### src/assert_macros.svh
// assertion macros included by the rtl file sorted_two_way_merge
`ifndef ASSERT_MACROS_SVH
`define ASSERT_MACROS_SVH

// property checked on every rising clock edge, off while reset is low
`define ASSERT_CLK(label, prop, msg) \
  label: assert property (@(posedge clk_i) disable iff (!rst_ni) (prop)) else $error(msg);

// condition that must never hold on a clock edge, off while reset is low
`define ASSERT_NEVER(label, cond, msg) \
  label: assert property (@(posedge clk_i) disable iff (!rst_ni) !(cond)) else $error(msg);

`endif

### src/stwm_pkg.sv
// types and constants of the sorted two-way merge block
`default_nettype none

package stwm_pkg;

  // entries in each list store
  localparam int unsigned LIST_DEPTH = 32;
  localparam int unsigned IDX_W      = (LIST_DEPTH > 1) ? $clog2(LIST_DEPTH) : 1;
  localparam int unsigned CNT_W      = $clog2(LIST_DEPTH + 1);
  localparam int unsigned SUM_W      = CNT_W + 1;
  localparam int unsigned DATA_W     = 32;
  localparam int unsigned CMD_W      = 2;

  localparam logic [CNT_W-1:0] CNT_FULL = CNT_W'(LIST_DEPTH);

  // request command codes
  typedef enum logic [CMD_W-1:0] {
    CMD_APPEND_A = 2'd0,
    CMD_APPEND_B = 2'd1,
    CMD_MERGE    = 2'd2
  } cmd_e;

  // control states
  typedef enum logic {
    ST_IDLE  = 1'b0,
    ST_MERGE = 1'b1
  } state_e;

endpackage

`default_nettype wire

### src/sorted_two_way_merge.sv
// sorted two-way merge: two list memories, append path and merge sequencer
//
// channel  dir  tdata                  tuser                          tlast
// s_axis   in   value (signed, 32)     cmd (2)                        -
// m_axis   out  merged_value (32)      from_list_b [0], dropped [1]   last
//
// append requests are taken back to back
// a merge request emits count_a + count_b results, one per cycle without
// output stalls; the rate is set by one read per cycle of each list memory
// the input holds off (tready low) from the merge request until the last
// result is loaded; output stalls pause the merge sequencer
// reset clears the fill counts, merge indices, drop flag, output valid and control state only
`default_nettype none

module sorted_two_way_merge
  import stwm_pkg::*;
(
  input  wire logic              clk_i,
  input  wire logic              rst_ni,
  // request stream
  input  wire logic              s_axis_tvalid,
  output logic                   s_axis_tready,
  input  wire logic [DATA_W-1:0] s_axis_tdata,   // [31:0] value
  input  wire logic [CMD_W-1:0]  s_axis_tuser,   // [1:0] cmd
  // result stream
  output logic                   m_axis_tvalid,
  input  wire logic              m_axis_tready,
  output logic [DATA_W-1:0]      m_axis_tdata,   // [31:0] merged_value
  output logic [1:0]             m_axis_tuser,   // [0] from_list_b, [1] dropped
  output logic                   m_axis_tlast
);

  // list memories and their registered read data
  logic [DATA_W-1:0] mem_a [LIST_DEPTH];
  logic [DATA_W-1:0] mem_b [LIST_DEPTH];
  logic [DATA_W-1:0] rd_a_q, rd_b_q;

  state_e           state_q, state_d;
  logic [CNT_W-1:0] cnt_a_q, cnt_a_d, cnt_b_q, cnt_b_d;
  logic [CNT_W-1:0] ia_q, ia_d, ib_q, ib_d;
  logic             drop_q, drop_d;

  logic              out_valid_q, out_valid_d;
  logic [DATA_W-1:0] out_data_q, out_data_d;
  logic              out_fromb_q, out_fromb_d;
  logic              out_last_q, out_last_d;
  logic              out_drop_q, out_drop_d;

  logic       in_fire, out_free, out_load, take_a, load_last;
  logic       we_a, we_b;
  cmd_e       cmd;
  logic [SUM_W-1:0] total, taken;

  assign cmd      = cmd_e'(s_axis_tuser);
  assign in_fire  = s_axis_tvalid && s_axis_tready;
  assign out_free = !out_valid_q || m_axis_tready;
  assign total    = SUM_W'(cnt_a_q) + SUM_W'(cnt_b_q);
  assign taken    = SUM_W'(ia_q) + SUM_W'(ib_q);

  // head selection: an exhausted list yields to the other; else a goes first only when strictly less than b
  always_comb begin
    if (ia_q >= cnt_a_q) begin
      take_a = 1'b0;
    end else if (ib_q >= cnt_b_q) begin
      take_a = 1'b1;
    end else begin
      take_a = $signed(rd_a_q) < $signed(rd_b_q);
    end
  end

  assign load_last = (taken + SUM_W'(1)) == total;

  // next state, append path and merge stepping
  always_comb begin
    state_d     = state_q;
    cnt_a_d     = cnt_a_q;
    cnt_b_d     = cnt_b_q;
    ia_d        = ia_q;
    ib_d        = ib_q;
    drop_d      = drop_q;
    we_a        = 1'b0;
    we_b        = 1'b0;
    out_load    = 1'b0;
    out_valid_d = out_valid_q && !m_axis_tready;
    out_data_d  = out_data_q;
    out_fromb_d = out_fromb_q;
    out_last_d  = out_last_q;
    out_drop_d  = out_drop_q;
    s_axis_tready = (state_q == ST_IDLE);

    case (state_q)
      ST_IDLE: begin
        ia_d = '0;
        ib_d = '0;
        if (in_fire) begin
          case (cmd)
            CMD_APPEND_A: begin
              if (cnt_a_q < CNT_FULL) begin
                we_a    = 1'b1;
                cnt_a_d = cnt_a_q + CNT_W'(1);
              end else begin
                drop_d = 1'b1;
              end
            end
            CMD_APPEND_B: begin
              if (cnt_b_q < CNT_FULL) begin
                we_b    = 1'b1;
                cnt_b_d = cnt_b_q + CNT_W'(1);
              end else begin
                drop_d = 1'b1;
              end
            end
            CMD_MERGE: begin
              if (total != '0) begin
                state_d = ST_MERGE;
              end
            end
            default: begin
              // unused code, nothing to do
            end
          endcase
        end
      end
      ST_MERGE: begin
        if (out_free) begin
          out_load    = 1'b1;
          out_valid_d = 1'b1;
          out_data_d  = take_a ? rd_a_q : rd_b_q;
          out_fromb_d = !take_a;
          out_last_d  = load_last;
          out_drop_d  = drop_q;
          if (take_a) begin
            ia_d = ia_q + CNT_W'(1);
          end else begin
            ib_d = ib_q + CNT_W'(1);
          end
          if (load_last) begin
            state_d = ST_IDLE;
            cnt_a_d = '0;
            cnt_b_d = '0;
            ia_d    = '0;
            ib_d    = '0;
          end
        end
      end
      default: begin
        state_d = ST_IDLE;
      end
    endcase
  end

  // list a memory: append write, head read at the next index
  always_ff @(posedge clk_i) begin
    if (we_a) begin
      mem_a[cnt_a_q[IDX_W-1:0]] <= s_axis_tdata;
    end
    rd_a_q <= mem_a[ia_d[IDX_W-1:0]];
  end

  // list b memory
  always_ff @(posedge clk_i) begin
    if (we_b) begin
      mem_b[cnt_b_q[IDX_W-1:0]] <= s_axis_tdata;
    end
    rd_b_q <= mem_b[ib_d[IDX_W-1:0]];
  end

  // control registers
  always_ff @(posedge clk_i or negedge rst_ni) begin
    if (!rst_ni) begin
      state_q     <= ST_IDLE;
      cnt_a_q     <= '0;
      cnt_b_q     <= '0;
      ia_q        <= '0;
      ib_q        <= '0;
      drop_q      <= 1'b0;
      out_valid_q <= 1'b0;
    end else begin
      state_q     <= state_d;
      cnt_a_q     <= cnt_a_d;
      cnt_b_q     <= cnt_b_d;
      ia_q        <= ia_d;
      ib_q        <= ib_d;
      drop_q      <= drop_d;
      out_valid_q <= out_valid_d;
    end
  end

  // output payload register
  always_ff @(posedge clk_i) begin
    out_data_q  <= out_data_d;
    out_fromb_q <= out_fromb_d;
    out_last_q  <= out_last_d;
    out_drop_q  <= out_drop_d;
  end

  assign m_axis_tvalid = out_valid_q;
  assign m_axis_tdata  = out_data_q;
  assign m_axis_tuser  = {out_drop_q, out_fromb_q};
  assign m_axis_tlast  = out_last_q;

  // checks on the merge sequencer and fill counts
`include "assert_macros.svh"

  `ASSERT_CLK(a_cnt_bound, (cnt_a_q <= CNT_FULL) && (cnt_b_q <= CNT_FULL), "fill count over depth")
  `ASSERT_CLK(a_idx_bound, (state_q == ST_MERGE) |-> ((ia_q <= cnt_a_q) && (ib_q <= cnt_b_q)), "merge index past fill count")
  `ASSERT_CLK(a_last_empties, (out_load && load_last) |=> ((state_q == ST_IDLE) && (cnt_a_q == '0) && (cnt_b_q == '0)), "lists not emptied after last result")
  `ASSERT_NEVER(a_drop_sticky, $fell(drop_q), "drop flag cleared outside reset")

endmodule

`default_nettype wire

### config.mk
export PLATFORM = sky130hd
export DESIGN_NAME = sorted_two_way_merge
export DESIGN_NICKNAME = d
export VERILOG_FILES = /design/src/stwm_pkg.sv /design/src/sorted_two_way_merge.sv
export VERILOG_INCLUDE_DIRS = /design/src /design/src/src
export SDC_FILE = /design/constraint.sdc
export NUM_CORES = 2
export LEC_CHECK = 0
export ABC_AREA = 1
export ABC_CLOCK_PERIOD_IN_PS = 14700
export BUFFER_PORTS_ARGS = -buffer_cell sky130_fd_sc_hd__buf_2
export CAP_MARGIN = 20
export CORE_MARGIN = 10
export CORE_UTILIZATION = 57
export DETAILED_ROUTE_END_ITERATION = 7
export HOLD_SLACK_MARGIN = 0.05
export PLACE_DENSITY = 0.73
export SYNTH_ARGS = -nofsm -noshare
export SYNTH_HDL_FRONTEND = slang
export SYNTH_SLANG_ARGS = --single-unit
### constraint.sdc
create_clock -name clk_i -period 14.7 [get_ports clk_i]
set_input_delay 1.47 -clock clk_i [delete_from_list [all_inputs] [get_ports clk_i]]
set_output_delay 1.47 -clock clk_i [all_outputs]
set_load 0.03 [all_outputs]
* Yosys cells after proc, flatten, opt, wreduce, memory -nomap -nowiden
Memories as Yosys holds them, arrays and structs flattened. A register that Yosys moved wholly into a read port is not among the register bits.
Index checks and enable logic that the tools add are counted.
** Storage, ports and cells
- Memories kept :: 2
- Register bits :: 62
- Input port bits :: 38
- RAM bits :: 2048
** Memory list
- mem_a :: words 32, bits a word 32, read ports 1, clocked after memory_dff 1, wr ports 1, RTL line sorted_two_way_merge.sv:34 : logic [DATA_W-1:0] mem_a [LIST_DEPTH];
- mem_b :: words 32, bits a word 32, read ports 1, clocked after memory_dff 1, wr ports 1, RTL line sorted_two_way_merge.sv:35 : logic [DATA_W-1:0] mem_b [LIST_DEPTH];
** Cells by class
- Bitwise gates (word level) :: 1
- Mux-type cells :: 44
- Reductions and logical operators :: 15
- Eq/ne operators :: 14
- Add/subtract/negate cells :: 7
- $lt $le $gt $ge :: 5
** Operator list (count)
- 6-bit 2-to-1 mux :: 14
- 6-bit case mux with 2 select lines :: 4
- 32-bit less-than comparator :: 1
- 32-bit 2-to-1 mux :: 1
- 6-bit by 1-bit adder with 6-bit output (second input constant) :: 4
- 1-bit 2-to-1 mux :: 23
- 5-bit AND reduction :: 3
- 6-bit by 6-bit adder with 7-bit output :: 2
- 2-bit by 1-bit != test with 1-bit output (second input constant) :: 7
- 6-bit greater-or-equal comparator :: 2
- 6-bit less-than comparator (second input constant) :: 2
- 7-bit by 1-bit adder with 7-bit output (second input constant) :: 1
- 7-bit == test :: 1
- 7-bit nonzero test :: 1
- 2-bit AND reduction :: 3
- 2-bit != test (second input constant) :: 2
- 1-bit case mux with 2 select lines :: 2
- 1-bit zero test :: 3
- 3-bit by 1-bit != test with 1-bit output (second input constant) :: 1
- 3-bit by 2-bit != test with 1-bit output (second input constant) :: 1
- 2-bit by 1-bit == test with 1-bit output (second input constant) :: 1
- 2-bit == test (second input constant) :: 1
- 1-bit logical AND :: 2
- 2-bit zero test :: 1
- 3 further kinds :: 3

* Logic depth before layout (Yosys ltp)
- Depth in word-level cells :: 7
- Gate-level depth with buffers :: 28
- Gate-level depth less buffers :: 26

* Worst setup path before layout
No wires, ideal clock.
- Path type :: register to register
- Start point :: register cnt_a_q[0]
- End point :: memory mem_a[0][0] (enable)
- Buffers on the path :: 3
- Arrival :: 4.220 ns
- Library setup time :: 0.421 ns
- Cell stages (with the launch flop) :: 21
- Clock period less this slack :: 4.641 ns
- Setup slack :: 10.059 ns
- Data required time :: 14.279 ns
- Cell sequence :: dfrtp_1 > ha_1 > fa_1 > nand3_1 > nand2_1 > nand2_1 > nand2_1 > a21oi_2 > inv_2 > nand2_1 > nand2_1 > inv_1 > nand3_1 > nand2_2 > nand2_4 > buf_4 > buf_2 > buf_2 > nor3_4 > nand2_1 > nor2_1
** Between the ends
- Word-level cells in the longest chain between the ends :: 7
** Ends and longest elaborated chain
- start, declared :: RTL line sorted_two_way_merge.sv:39 : logic [CNT_W-1:0] cnt_a_q, cnt_a_d, cnt_b_q, cnt_b_d;
- start signal, assigned :: RTL line sorted_two_way_merge.sv:180 : cnt_a_q <= cnt_a_d;
- 6-bit less-than comparator :: RTL line sorted_two_way_merge.sv:98 : if (cnt_a_q < CNT_FULL) begin
- 1-bit 2-to-1 mux :: RTL line sorted_two_way_merge.sv:98
- 1-bit 2-to-1 mux :: RTL line sorted_two_way_merge.sv:96 : case (cmd)
- 1-bit 2-to-1 mux :: RTL line sorted_two_way_merge.sv:95 : if (in_fire) begin
- 1-bit 2-to-1 mux :: RTL line sorted_two_way_merge.sv:91 : case (state_q)
- 1-bit 2-to-1 mux :: RTL line sorted_two_way_merge.sv:154 : if (we_a) begin
- 1-bit 2-to-1 mux (not written as such) :: RTL line sorted_two_way_merge.sv:155 : mem_a[cnt_a_q[IDX_W-1:0]] <= s_axis_tdata;
- end, declared :: RTL line sorted_two_way_merge.sv:34
Parallel ways exist; a longest one is shown, timed or not.

* Final worst setup path
- Start point :: register ib_q[0]
- End point :: register rd_b_q[6] (read register of mem_b)
** Between the ends
- Word-level cells in the longest chain between the ends :: 7
** Ends and longest elaborated chain
- start, declared :: RTL line sorted_two_way_merge.sv:40 : logic [CNT_W-1:0] ia_q, ia_d, ib_q, ib_d;
- start signal, assigned :: RTL line sorted_two_way_merge.sv:183 : ib_q <= ib_d;
- branches (longest 5 deep; another with 6-bit by 6-bit adder with 7-bit output)
- 6-bit 2-to-1 mux * :: RTL line sorted_two_way_merge.sv:125 : if (out_free) begin
- 6-bit case mux with 2 select lines * :: RTL line sorted_two_way_merge.sv:91
- end, declared :: RTL line sorted_two_way_merge.sv:36 : logic [DATA_W-1:0] rd_a_q, rd_b_q;
Every way passes the cells marked *. The select of a mux whose other input is x is not followed.
A chain may end at the register's enable or synchronous reset.

==> out/qor.csv <==
metric;value;unit
fmax;129;MHz
DIE WIDTH;433;µm
Critical Path RT;15480;ps
arrival time worst endpoint;8550;ps
Critical Path Max Stage Delay;870;ps
# hold bufs at CTS;0;
CTS H-Tree Depth;4;
Slew @ Worst Pin;1190;ps
fin. max-slew vios;0;
Synth Area in Compound Gates;0.896;%
initial antenna violation count;12;
Root Driver;clkbuf_16;
drt wl/cell;24.5;µm
Mapped Cells;9386;
RSZ-0062 raised after global routing;false;
multiplexer share of the synthesized area;0;%
worst path cell trace;inv_1 -> ha_1 -> fa_1 -> o21ai_2 -> nand2_1 -> a21oi_1 -> o21ai_1 -> nand2_1 -> inv_1 -> nand3_1 -> nand2_2 -> nand2_8 -> buf_12 -> buf_4 -> nand3_4 -> buf_12 -> buf_4 -> nand2_1 -> nand3_1 -> nand3_1 -> nand3_1 -> nand2_1 -> nand2_1 -> nand2_1;
post-synth top area share;64.3;%
Clock Pin Slew Worst Setup and Hold Paths;60;ps
CTS tree;built;
number of synthesized register bits;2174;
Area contributors post-synth;edfxtp_1, nand3_1, nand2_1, inv_1, nand4_1;
Syn-to-layout area delta;9.38;%
core region area;169000;µm²
GRT Total Usage;29.7;%
crit-path most repeated cell;nand2_1;
Post-Synth Adder-Cell Area;0.878;%
grt ovf;0;
outcome;finished clean;
crit-path max FO;171;
Rel. slew slack;20.5;%
Crit. End Element;flip-flop;
DP HPWL;147000;µm
cell taking the most area after synthesis;edfxtp_1;
Post-route DRC;0;
Crit path max-delay family;buffers and inverters;
share of post-route cells with drive strength above 1;6.95;%
antenna viol nets, final;0;
Die Span Y;433;µm
Mean Syn Cell Area;10.4;µm²
XOR/XNOR share of the synthesized area;0.125;%
CTS resizes;0;
Final Skew;38.6;ps
largest net degree at the start of global routing;207;
Max Root-Sink Buffers;3;
total negative slack;0;ps
Initial Utilization;57.4;%
Tmin final;7770;ps
main combinational cell family by area after synthesis;simple AND/OR/NAND/NOR gates;
GP Congestion;0.934;
Slowest-stage cell, CP;buf_4;
first-pass GRT wire length;422000;µm
CP Buf/Inv Count;6;
FP Rows;151;
drt via density;6.07;
Hold Fails Final Rpt;0;
Pre-Repair DR Iteration Count;6;
vias in the first global route;67521;
Synth warnings;0;
IO Pins;75;
sequential fraction of the synthesis area;66.3;%
DRT iter0 DRCs;10395;
Worst Hold Class;flip-flop to flip-flop;
Vias;70572;
crit start category;flip-flop;
Post-Synth Simple-Gate Area;21.7;%
# setup viols final;0;
CTS sink cnt;2174;
clk_lat worst skew;850;ps
Total Wirelength;285000;µm
post-route clock period utilization;52.9;%
Worst Slack Setup Final;6930;ps
die area;188000;µm²
Mapped Area;97200;µm²
CTS buffer count;213;
PortBufs;74;
Mapped Nets;9491;
Max-Cap Viols;0;
pre-CTS setup slack;6690;ps
Yosys cell types;47;
kind of critical path;flip-flop to flip-flop;
Setup Buffers After CTS;0;
nets;9327;
==> cell families after synthesis <==
kind of cell / count (synthesis)
buf+inv: 2454
fa+ha+maj: 67
compound gates: 161
xor+xnor: 13
simple gates: 4517
flops: 2174
==> cell type report <==
class	count	area, µm²
Sequential cell	2174	64500
Fill cell	12805	63100
Multi-Input combinational cell	4758	23600
Inverter	1836	6910
Clock buffer	290	5860
Tap cell	2218	2780
Timing Repair Buffer	239	1680
Clock inverter	110	1020
Antenna cell	5	12.5
==> per-layer routing <==
layer	vias to the layer above	wire length [µm]	GRT usage, %
li1	31288	-	-
met1	33881	102000	38.1
met2	4588	133000	47.8
met3	811	32800	5.65
met4	4	17300	16.6
met5	-	42	0
==> path summary, 6_finish.rpt <==
check / slack (ps) / start / to / cells after the start
hold reg to reg: 580 / drop_q$_DFFE_PN0P_ / out_drop_q$_DFFE_PP_ / 0
hold / removal: 580 / drop_q$_DFFE_PN0P_ / out_drop_q$_DFFE_PP_ / 0
min in group asynchronous: 680 / rst_ni / ib_q[5]$_DFFE_PN0P_ / 1
max in group asynchronous: 13560 / rst_ni / cnt_a_q[1]$_DFFE_PN0P_ / 1
setup reg to reg: 6930 / ib_q[0]$_DFF_PN0_ / rd_b_q[6]$_DFF_P_ / 24
setup / recovery: 6930 / ib_q[0]$_DFF_PN0_ / rd_b_q[6]$_DFF_P_ / 24
==> registers in the layout (all words and copies together), names as in the netlist <==
signal         cells
state_q            1
ib_q               6
drop_q             1
m_axis_tvalid      1
out_drop_q         1
mem_a           1024
out_fromb_q        1
rd_b_q            32
ia_q               6
rd_a_q            32
m_axis_tdata      32
cnt_b_q            6
m_axis_tlast       1
cnt_a_q            6
mem_b           1024
==> cell usage in the layout, fill, tap and decap left out, types with 4 or more instances in the layout <==
master / netlist / routed
edfxtp_1: 2083 / 2083
nand2_1: 1951 / 1948
inv_1: 1820 / 1818
nand3_1: 1634 / 1632
nand4_1: 807 / 807
clkbuf_16: 0 / 216
buf_4: 5 / 159
o21ai_0: 106 / 106
buf_2: 400 / 74
nor2_4: 0 / 66
ha_1: 65 / 65
dfxtp_1: 64 / 64
clkbuf_1: 186 / 56
clkinv_1: 2 / 41
clkinv_2: 0 / 39
a21oi_1: 34 / 34
nor2_1: 97 / 32
dfrtp_1: 27 / 27
clkbuf_8: 0 / 18
bufinv_16: 0 / 17
inv_2: 14 / 11
nor3_1: 7 / 7
xnor2_1: 6 / 6
xor2_1: 6 / 6
clkinvlp_4: 0 / 6
buf_12: 0 / 6
diode_2: 0 / 5
nand3_4: 1 / 5
nor3_4: 2 / 4
inv_6: 0 / 4
==> synth_stat cells, drive strengths merged <==
cell and n:
a21oi 35, clkinv 2, nand4 807, a32o 1, nor3 12, nand3 1639, o41ai 1, or2 2
o221a 1, o211ai 3, xor2 7, clkbuf 186, nand2 1954, fa 2, o2111ai 1, o21bai 1
a41oi 1, dfrtp 27, a31oi 1, dfxtp 64, nor3b 1, o21ai 110, buf 432, xnor2 6
nor4 3, nor2 99, a31o 1, o21a 2, o22ai 3, edfxtp 2083, ha 65, inv 1834
==> worst register-to-register path: cells and delay by family (launching register included) <==
kind | cells | cell delay [ps]
AND/OR/NAND/NOR | 13 | 2800
AO/OA/AOI/OAI | 3 | 450
adder cells (fa/ha/maj) | 2 | 680
buffers and inverters | 6 | 3350
flip-flops | 1 | 440
==> metrics by stage <==
step	hold slack [ps]	instances	instance area, µm²	utilization (%)
floorplan	426	9386	97200	-
global route	574	11627	106000	62.8
detailed placement	586	11224	99400	58.7
CTS	591	11624	106000	62.7
finish	585	11630	106000	62.8
global placement	583	11224	99400	58.7
Power is not shown: default switching activity piles up to over one toggle a cycle in this logic, so the estimate is an artifact.
